===== src/sv/pcd_pkg.sv =====
// Shared types and constants for the pulse capture detector.
package pcd_pkg;

  // Q1.15 value of one, and the saturation limit of the sample counters.
  localparam logic [15:0] Q15_ONE   = 16'h8000;
  localparam logic [8:0]  CNT_MAX   = 9'd511;
  localparam logic [39:0] ROUND_Q15 = 40'd16384;

  // Configuration register indexes.
  localparam logic [2:0] REG_GAIN          = 3'd0;
  localparam logic [2:0] REG_SMOOTHING     = 3'd1;
  localparam logic [2:0] REG_POSITIVE_WAIT = 3'd2;
  localparam logic [2:0] REG_END_WAIT      = 3'd3;
  localparam logic [2:0] REG_FALSE_LEVEL   = 3'd4;

  // Sequencer steps around the shared multiplier.
  typedef enum logic [1:0] {
    ST_IDLE,
    ST_WEIGHT_NEW,
    ST_WEIGHT_OLD,
    ST_FINISH
  } seq_state_t;

  // Configuration register file contents.
  typedef struct packed {
    logic [15:0] gain;
    logic [15:0] smoothing_coeff;
    logic [7:0]  positive_wait;
    logic [7:0]  end_wait;
    logic [7:0]  false_level;
  } cfg_t;

  // Step strobes from the sequencer to the detector datapath.
  typedef struct packed {
    logic load_scaled;
    logic load_acc;
    logic finish;
  } ctrl_t;

endpackage


===== src/sv/pcd_if.sv =====
// Request channels of the pulse capture detector: sample input and result output.
interface pcd_in_if;
  logic       valid;
  logic       ready;
  logic [7:0] sample;

  modport source (output valid, output sample, input ready);
  modport sink (input valid, input sample, output ready);
endinterface

interface pcd_out_if;
  logic        valid;
  logic        ready;
  logic [23:0] filtered;
  logic [23:0] peak_value;
  logic        active;
  logic        start_pulse;
  logic        end_pulse;
  logic        genuine;

  modport source (
    output valid, output filtered, output peak_value, output active,
    output start_pulse, output end_pulse, output genuine, input ready
  );
  modport sink (
    input valid, input filtered, input peak_value, input active,
    input start_pulse, input end_pulse, input genuine, output ready
  );
endinterface


===== src/sv/pcd_mul.sv =====
// Shared 24x16 unsigned multiplier with a registered product.
module pcd_mul (
  input  logic        clk,
  input  logic        en,
  input  logic [23:0] a,
  input  logic [15:0] b,
  output logic [39:0] prod
);

  // The product register holds while the sequencer waits.
  always_ff @(posedge clk) begin
    if (en) begin
      prod <= 40'(a) * 40'(b);
    end
  end

endmodule


===== src/sv/pcd_seq.sv =====
// Sequencer that steps the shared multiplier through scale, new weight and old weight.
module pcd_seq
  import pcd_pkg::*;
(
  input  logic        clk,
  input  logic        rst,
  pcd_in_if.sink      feed,
  input  cfg_t        cfg,
  input  logic [39:0] prod,
  input  logic [23:0] filter_memory,
  input  logic        out_free,
  output logic        mul_en,
  output logic [23:0] mul_a,
  output logic [15:0] mul_b,
  output ctrl_t       ctrl
);

  seq_state_t  state;
  seq_state_t  state_next;
  logic [15:0] coeff;
  logic [15:0] coeff_rest;

  // Coefficients above one act as one.
  assign coeff      = (cfg.smoothing_coeff > Q15_ONE) ? Q15_ONE : cfg.smoothing_coeff;
  assign coeff_rest = Q15_ONE - coeff;

  always_ff @(posedge clk) begin
    if (rst) begin
      state <= ST_IDLE;
    end else begin
      state <= state_next;
    end
  end

  // Next state, multiplier operands and step strobes.
  always_comb begin
    state_next = state;
    feed.ready = 1'b0;
    mul_en     = 1'b0;
    mul_a      = 24'(feed.sample);
    mul_b      = cfg.gain;
    ctrl       = '0;
    case (state)
      ST_IDLE: begin
        feed.ready = 1'b1;
        mul_en     = feed.valid;
        if (feed.valid) begin
          state_next = ST_WEIGHT_NEW;
        end
      end
      ST_WEIGHT_NEW: begin
        // The product now holds the scaled sample.
        mul_en           = 1'b1;
        mul_a            = prod[23:0];
        mul_b            = coeff;
        ctrl.load_scaled = 1'b1;
        state_next       = ST_WEIGHT_OLD;
      end
      ST_WEIGHT_OLD: begin
        mul_en        = 1'b1;
        mul_a         = filter_memory;
        mul_b         = coeff_rest;
        ctrl.load_acc = 1'b1;
        state_next    = ST_FINISH;
      end
      ST_FINISH: begin
        // Wait here until the result register can take the outcome.
        if (out_free) begin
          ctrl.finish = 1'b1;
          state_next  = ST_IDLE;
        end
      end
      default: begin
        state_next = ST_IDLE;
      end
    endcase
  end

endmodule


===== src/sv/pcd_det.sv =====
// Filter, peak hold and capture detection state, with the result register.
module pcd_det
  import pcd_pkg::*;
(
  input  logic        clk,
  input  logic        rst,
  input  cfg_t        cfg,
  input  ctrl_t       ctrl,
  input  logic [39:0] prod,
  output logic [23:0] filter_memory,
  output logic        out_free,
  pcd_out_if.source   result
);

  logic        capture_on;
  logic [8:0]  positive_run;
  logic [8:0]  held_count;
  logic [23:0] peak_hold;
  logic [23:0] scaled;
  logic [39:0] acc;
  logic        out_valid;

  logic        capture_on_next;
  logic [8:0]  positive_run_next;
  logic [8:0]  held_count_next;
  logic [23:0] filter_memory_next;
  logic [23:0] peak_hold_next;
  logic        start_p;
  logic        end_p;
  logic [40:0] sum;
  logic [23:0] y;
  logic [23:0] level;
  logic [8:0]  run_inc;

  assign out_free     = !out_valid || result.ready;
  assign result.valid = out_valid;
  assign level        = {8'(cfg.false_level), 16'h0} >> 8;

  // Weighted sum, rounded half up, and the detector decisions for one sample.
  always_comb begin
    sum = {1'b0, acc} + {1'b0, prod} + {1'b0, ROUND_Q15};
    y   = sum[38:15];
    held_count_next    = (held_count == CNT_MAX) ? CNT_MAX : held_count + 9'd1;
    run_inc            = (positive_run == CNT_MAX) ? CNT_MAX : positive_run + 9'd1;
    filter_memory_next = y;
    peak_hold_next     = (y > peak_hold) ? y : peak_hold;
    capture_on_next    = capture_on;
    positive_run_next  = positive_run;
    start_p            = 1'b0;
    end_p              = 1'b0;
    if (!capture_on) begin
      if (scaled != 24'd0) begin
        positive_run_next = run_inc;
        if (run_inc > 9'(cfg.positive_wait)) begin
          capture_on_next = 1'b1;
          start_p         = 1'b1;
        end
      end else begin
        // A zero sample while idle restarts everything.
        positive_run_next  = 9'd0;
        held_count_next    = 9'd0;
        filter_memory_next = 24'd0;
        peak_hold_next     = 24'd0;
      end
    end else if (held_count_next > 9'(cfg.end_wait) && scaled <= level) begin
      capture_on_next   = 1'b0;
      positive_run_next = 9'd0;
      end_p             = 1'b1;
    end
  end

  // Intermediate products of the current sample.
  always_ff @(posedge clk) begin
    if (ctrl.load_scaled) begin
      scaled <= prod[23:0];
    end
    if (ctrl.load_acc) begin
      acc <= prod;
    end
  end

  // Detector state.
  always_ff @(posedge clk) begin
    if (rst) begin
      capture_on    <= 1'b0;
      positive_run  <= 9'd0;
      held_count    <= 9'd0;
      filter_memory <= 24'd0;
      peak_hold     <= 24'd0;
    end else if (ctrl.finish) begin
      capture_on    <= capture_on_next;
      positive_run  <= positive_run_next;
      held_count    <= held_count_next;
      filter_memory <= filter_memory_next;
      peak_hold     <= peak_hold_next;
    end
  end

  // Result register control.
  always_ff @(posedge clk) begin
    if (rst) begin
      out_valid <= 1'b0;
    end else if (ctrl.finish) begin
      out_valid <= 1'b1;
    end else if (result.ready) begin
      out_valid <= 1'b0;
    end
  end

  // Result payload.
  always_ff @(posedge clk) begin
    if (ctrl.finish) begin
      result.filtered    <= filter_memory_next;
      result.peak_value  <= peak_hold_next;
      result.active      <= capture_on_next;
      result.start_pulse <= start_p;
      result.end_pulse   <= end_p;
      result.genuine     <= (peak_hold_next > level);
    end
  end

endmodule


===== src/sv/pulse_capture_detector_core.sv =====
// Top level of the pulse capture detector: config registers, sequencer, multiplier, detector.
//
//   channel  | role   | payload
//   ---------+--------+----------------------------------------------------------
//   feed     | sink   | sample[7:0]
//   result   | source | filtered, peak_value, active, start_pulse, end_pulse, genuine
//   cfg_*    | write  | cfg_we, cfg_index[2:0], cfg_data[15:0]
//
// Each request passes the accept, new-weight, old-weight and finishing steps in order:
// accept scales the sample, the weight steps form the two filter weights on the one
// shared multiplier, and finishing adds, rounds and updates the detector. The feed is
// ready only in the idle step. A stalled result holds the finishing step until the result
// register frees up. Synchronous reset clears all detector state and loads config defaults.
module pulse_capture_detector_core
  import pcd_pkg::*;
(
  input  logic        clk,
  input  logic        rst,
  pcd_in_if.sink      feed,
  pcd_out_if.source   result,
  input  logic        cfg_we,
  input  logic [2:0]  cfg_index,
  input  logic [15:0] cfg_data
);

  cfg_t        cfg;
  ctrl_t       ctrl;
  logic        mul_en;
  logic [23:0] mul_a;
  logic [15:0] mul_b;
  logic [39:0] prod;
  logic [23:0] filter_memory;
  logic        out_free;

  // Configuration register file.
  always_ff @(posedge clk) begin
    if (rst) begin
      cfg.gain            <= 16'd256;
      cfg.smoothing_coeff <= Q15_ONE;
      cfg.positive_wait   <= 8'd25;
      cfg.end_wait        <= 8'd25;
      cfg.false_level     <= 8'd0;
    end else if (cfg_we) begin
      case (cfg_index)
        REG_GAIN:          cfg.gain            <= cfg_data;
        REG_SMOOTHING:     cfg.smoothing_coeff <= cfg_data;
        REG_POSITIVE_WAIT: cfg.positive_wait   <= cfg_data[7:0];
        REG_END_WAIT:      cfg.end_wait        <= cfg_data[7:0];
        REG_FALSE_LEVEL:   cfg.false_level     <= cfg_data[7:0];
        default: begin
        end
      endcase
    end
  end

  pcd_seq u_seq (
    .clk           (clk),
    .rst           (rst),
    .feed          (feed),
    .cfg           (cfg),
    .prod          (prod),
    .filter_memory (filter_memory),
    .out_free      (out_free),
    .mul_en        (mul_en),
    .mul_a         (mul_a),
    .mul_b         (mul_b),
    .ctrl          (ctrl)
  );

  pcd_mul u_mul (
    .clk  (clk),
    .en   (mul_en),
    .a    (mul_a),
    .b    (mul_b),
    .prod (prod)
  );

  pcd_det u_det (
    .clk           (clk),
    .rst           (rst),
    .cfg           (cfg),
    .ctrl          (ctrl),
    .prod          (prod),
    .filter_memory (filter_memory),
    .out_free      (out_free),
    .result        (result)
  );

endmodule

===== src/flat_wrapper.sv =====
// flat-port wrapper written by rule: the top's interface ports become plain ports
module pulse_capture_detector_core_flat import pcd_pkg::*;
  (clk, rst, cfg_we, cfg_index, cfg_data, feed_valid, feed_sample, feed_ready, result_valid, result_filtered, result_peak_value, result_active, result_start_pulse, result_end_pulse, result_genuine, result_ready);
  pcd_in_if feed_i ();
  pcd_out_if result_i ();
  input  logic clk;
  input  logic rst;
  input  logic cfg_we;
  input  logic [2:0] cfg_index;
  input  logic [15:0] cfg_data;
  input wire logic [$bits(feed_i.valid)-1:0] feed_valid;
  input wire logic [$bits(feed_i.sample)-1:0] feed_sample;
  output wire logic [$bits(feed_i.ready)-1:0] feed_ready;
  output wire logic [$bits(result_i.valid)-1:0] result_valid;
  output wire logic [$bits(result_i.filtered)-1:0] result_filtered;
  output wire logic [$bits(result_i.peak_value)-1:0] result_peak_value;
  output wire logic [$bits(result_i.active)-1:0] result_active;
  output wire logic [$bits(result_i.start_pulse)-1:0] result_start_pulse;
  output wire logic [$bits(result_i.end_pulse)-1:0] result_end_pulse;
  output wire logic [$bits(result_i.genuine)-1:0] result_genuine;
  input wire logic [$bits(result_i.ready)-1:0] result_ready;
  assign feed_i.valid = feed_valid;
  assign feed_i.sample = feed_sample;
  assign feed_ready = feed_i.ready;
  assign result_valid = result_i.valid;
  assign result_filtered = result_i.filtered;
  assign result_peak_value = result_i.peak_value;
  assign result_active = result_i.active;
  assign result_start_pulse = result_i.start_pulse;
  assign result_end_pulse = result_i.end_pulse;
  assign result_genuine = result_i.genuine;
  assign result_i.ready = result_ready;
  pulse_capture_detector_core u_core (.clk(clk), .rst(rst), .feed(feed_i), .result(result_i), .cfg_we(cfg_we), .cfg_index(cfg_index), .cfg_data(cfg_data));
endmodule

===== config.mk =====
export PLATFORM = sky130hd
export DESIGN_NAME = pulse_capture_detector_core_flat
export DESIGN_NICKNAME = d
export VERILOG_FILES = /design/src/sv/pcd_pkg.sv /design/src/sv/pcd_if.sv /design/src/sv/pcd_mul.sv /design/src/sv/pcd_seq.sv /design/src/sv/pcd_det.sv /design/src/sv/pulse_capture_detector_core.sv /design/src/flat_wrapper.sv
export SDC_FILE = /design/constraint.sdc
export NUM_CORES = 2
export LEC_CHECK = 0
export BUFFER_PORTS_ARGS = -buffer_cell sky130_fd_sc_hd__buf_2
export CAP_MARGIN = 30
export CORE_MARGIN = 5
export CORE_UTILIZATION = 35
export CTS_CLUSTER_DIAMETER = 50
export DETAILED_ROUTE_END_ITERATION = 16
export PLACE_DENSITY = 0.5
export SLEW_MARGIN = 20
export SYNTH_ARGS = -nofsm -noshare
export SYNTH_HDL_FRONTEND = slang
export SYNTH_SLANG_ARGS = --single-unit

===== constraint.sdc =====
create_clock -name clk -period 10 [get_ports clk]
set_clock_uncertainty 0.05 [all_clocks]
set_input_delay 0.5 -clock clk [delete_from_list [all_inputs] [get_ports clk]]
set_output_delay 0.5 -clock clk [all_outputs]
set_load 0.1 [all_outputs]

==> results.sh <==
export IMPL_fin_setup_tns_ns=0
export IMPL_slowest_stage="dfxtp_1"
export IMPL_cts_setup_buffers=0
export IMPL_cts_buffer_depth=3
export IMPL_hold_viol=0
export IMPL_synth_xor_area_share_pct=1.94
export IMPL_synth_fa_ha_area_share_pct=33.8
export IMPL_synth_cell_types=92
export IMPL_period_share_pct=93.0
export IMPL_synth_compound_area_share_pct=12.1
export IMPL_clk_latency_ns=0.59
export IMPL_yosys_area_share_simple_pct=17.2
export IMPL_cap_violations=0
export IMPL_fp_dieW_um=288
export IMPL_dieArea_sq_mm=0.0830
export IMPL_syn_to_final_growth_pct=12.0
export IMPL_hold_slack_ns=0.141
export IMPL_clock_sinks=280
export IMPL_ys_ff_latch=280
export IMPL_cp_required_ns=10.24
export IMPL_cpPeakStageDelay_ns=0.69
export IMPL_cp_arrival_ns=9.54
export IMPL_clockRootBuffer="clkbuf_16"
export IMPL_async_flop_share_pct=0
export IMPL_hpwl_um=66300
export IMPL_dr_pass1_iters=8
export IMPL_clk_pin_slew_ns=0.06
export IMPL_max_freq_ghz=0.108
export IMPL_yosys_most_used_dff="edfxtp_1"
export IMPL_grt_use_total_pct=19.8
export IMPL_cp_common_cell="fa_1"
export IMPL_critical_path_class="reg -> reg"
export IMPL_cts_buffers=43
export IMPL_core_area_sq_mm=0.0771
export IMPL_portBuffers=85
export IMPL_ctsResizeCount=0
export IMPL_rows=102
export IMPL_crit_path_end_kind="flop"
export IMPL_min_path_type="in -> reg"
export IMPL_max_slew_margin_pct=38.7
export IMPL_muxShareOfSynthArea_pct=0.411
export IMPL_cts_hold_buffers=0
export IMPL_grt_pass1_vias=22000
export IMPL_synth_top_cell_area_share_pct=22.6
export IMPL_status="finished clean"
export IMPL_rsz0062_at_grt="false"
export IMPL_cts_tree="yes"
export IMPL_viasPerCell=5.13
export IMPL_synth_edff_count=154
export IMPL_grt_overflow_total=0
export IMPL_grt_pass1_wl_um=128000
export IMPL_synth_top_family_by_area="adder cells"
export IMPL_layout_nets=3660
export IMPL_yosysTopAreaCell="fa_1"
export IMPL_setup_viol=0
export IMPL_antenna_found_initial=2
export IMPL_syn_avg_cell_area_sq_um=8.97
export IMPL_syn_nets=3598
export IMPL_grt_max_degree=74
export IMPL_min_period_ns=9.30
export IMPL_routed_wl_um=82700
export IMPL_pin_count=86
export IMPL_die_h_um=288
export IMPL_drv_slew=0
export IMPL_syn_area_sq_mm=0.0271
export IMPL_cp_start_kind="flop"
export IMPL_wl_per_cell_um=19.9
export IMPL_synthCells=3017
export IMPL_drcViolationCount=0
export IMPL_ant_nets=0
export IMPL_worst_slew_pin_slew_ns=0.914
export IMPL_yosysWarnings=0
export IMPL_drive_above_1_share_pct=8.22
export IMPL_crit_path_max_fanout=16
export IMPL_drt_initial_drc_count=1364
export IMPL_cts_htree_levels=2
export IMPL_start_util_pct=35.1
export IMPL_yosysSeqAreaShare_pct=26.4
export IMPL_ys_top_cells_by_area="fa_1 23%, edfxtp_1 17%, ha_1 11%"
export IMPL_vias=21300
export IMPL_place_gp_congestion=0.899
==> sequential cells by signal, indices dropped and copies added (netlist names), 24 cells and up <==
register	flops
u_core.cfg	56
u_core.u_det.acc	39
u_core.u_det.filter_memory	24
u_core.u_det.peak_hold	24
u_core.u_det.result.filtered	24
u_core.u_det.result.peak_value	24
u_core.u_det.scaled	24
u_core.u_mul.prod	39
==> cell families (layout without fill, tap and decap cells) <==
group	after synthesis	count (layout)
buf+inv	568	665
compound gates	509	509
mux	11	11
simple gates	1040	1040
other cells	0	1
xor+xnor	60	60
flops	280	280
fa+ha+maj	549	549
==> cells in the final DEF (no fill, tap or decap), types with 9 or more instances in the layout <==
cell type / n
o21ai_1: 21
nand4_1: 19
a21oi_1: 215
ha_1: 241
nand3b_1: 10
or3_1: 15
o21ai_0: 43
fa_1: 305
o21a_1: 24
a211oi_1: 15
edfxtp_1: 154
inv_1: 446
nand2b_1: 21
nand2_1: 491
or2_2: 13
o211ai_1: 17
buf_2: 84
nor4_1: 16
a21o_1: 41
xnor2_1: 46
nand3_1: 54
a22oi_1: 21
nor2_1: 228
and2_1: 60
nor2b_1: 14
mux2i_1: 10
o21bai_1: 9
buf_4: 48
a31oi_1: 9
clkbuf_16: 44
dfxtp_1: 126
and3_1: 21
xor2_1: 14
a22o_1: 13
nor3_1: 41
==> Yosys cell counts (8+ instances only) <==
library cell	number
a211oi_1	15
a21o_1	41
a21oi_1	215
a22o_1	13
a22oi_1	21
a31oi_1	9
and2_1	60
and3_1	21
buf_1	8
clkbuf_1	99
dfxtp_1	126
edfxtp_1	154
fa_1	305
ha_1	244
inv_1	446
mux2i_1	10
nand2_1	492
nand2b_1	21
nand3_1	54
nand3b_1	10
nand4_1	19
nor2_1	229
nor2b_1	14
nor3_1	41
nor4_1	16
o211ai_1	17
o21a_1	24
o21ai_0	44
o21ai_1	20
o21bai_1	9
or2_2	13
or3_1	15
xnor2_1	46
xor2_1	14
==> layout make-up <==
| type | count | area (sq um) |
|---|---|---|
| antenna | 1 | 2.50 |
| clock buffer | 50 | 1130 |
| clock inverter | 30 | 423 |
| fill | 7793 | 46800 |
| inverter | 450 | 1690 |
| multi-input combinational | 2169 | 17800 |
| sequential | 280 | 7150 |
| tap | 1040 | 1300 |
| timing repair buffer | 135 | 841 |
==> final timing paths <==
kind                               start                               to  slack, ns  depth (start not counted)
max          u_core.cfg[39]$_SDFFE_PP1P_  u_core.u_mul.prod[38]$_DFFE_PP_       0.70                         30
min                         cfg_data[13]      u_core.cfg[53]$_SDFFE_PP0P_       0.14                          3
max reg2reg  u_core.cfg[39]$_SDFFE_PP1P_  u_core.u_mul.prod[38]$_DFFE_PP_       0.70                         30
min reg2reg   u_core.cfg[3]$_SDFFE_PP0P_       u_core.cfg[3]$_SDFFE_PP0P_       0.41                          2
==> stage by stage <==
stage	util [%]	cell area, sq um	setup WS [ns]	std cells
global placement	37.2	28700	1.07	4071
detailed placement	37.3	28800	0.870	4073
CTS	39.3	30300	0.804	4153
finish	39.3	30300	0.703	4155
floorplan	-	27100	1.14	3017
global route	39.3	30300	0.223	4154
==> critical path, delay by kind of cell (launching register included) <==
kind | cells | cell delay [ns]
adders and majority gates | 7 | 3.35
AOI/OAI and AO/OA | 9 | 2.38
and+or+nand+nor | 6 | 1.38
buffers and inverters | 7 | 1.04
DFF | 1 | 0.69
xor gates and xnor gates | 1 | 0.13
==> routing by layer <==
metal	global-route usage (%)	wire [um]	share of wire (%)
met3	2.68	4380	5.3
met1	27.8	37900	46
met4	4.37	1740	2.1
met2	32.8	38700	47
met5	0	0	0
Power is not shown: default switching activity piles up to over one toggle a cycle in this logic, so the estimate is an artifact.
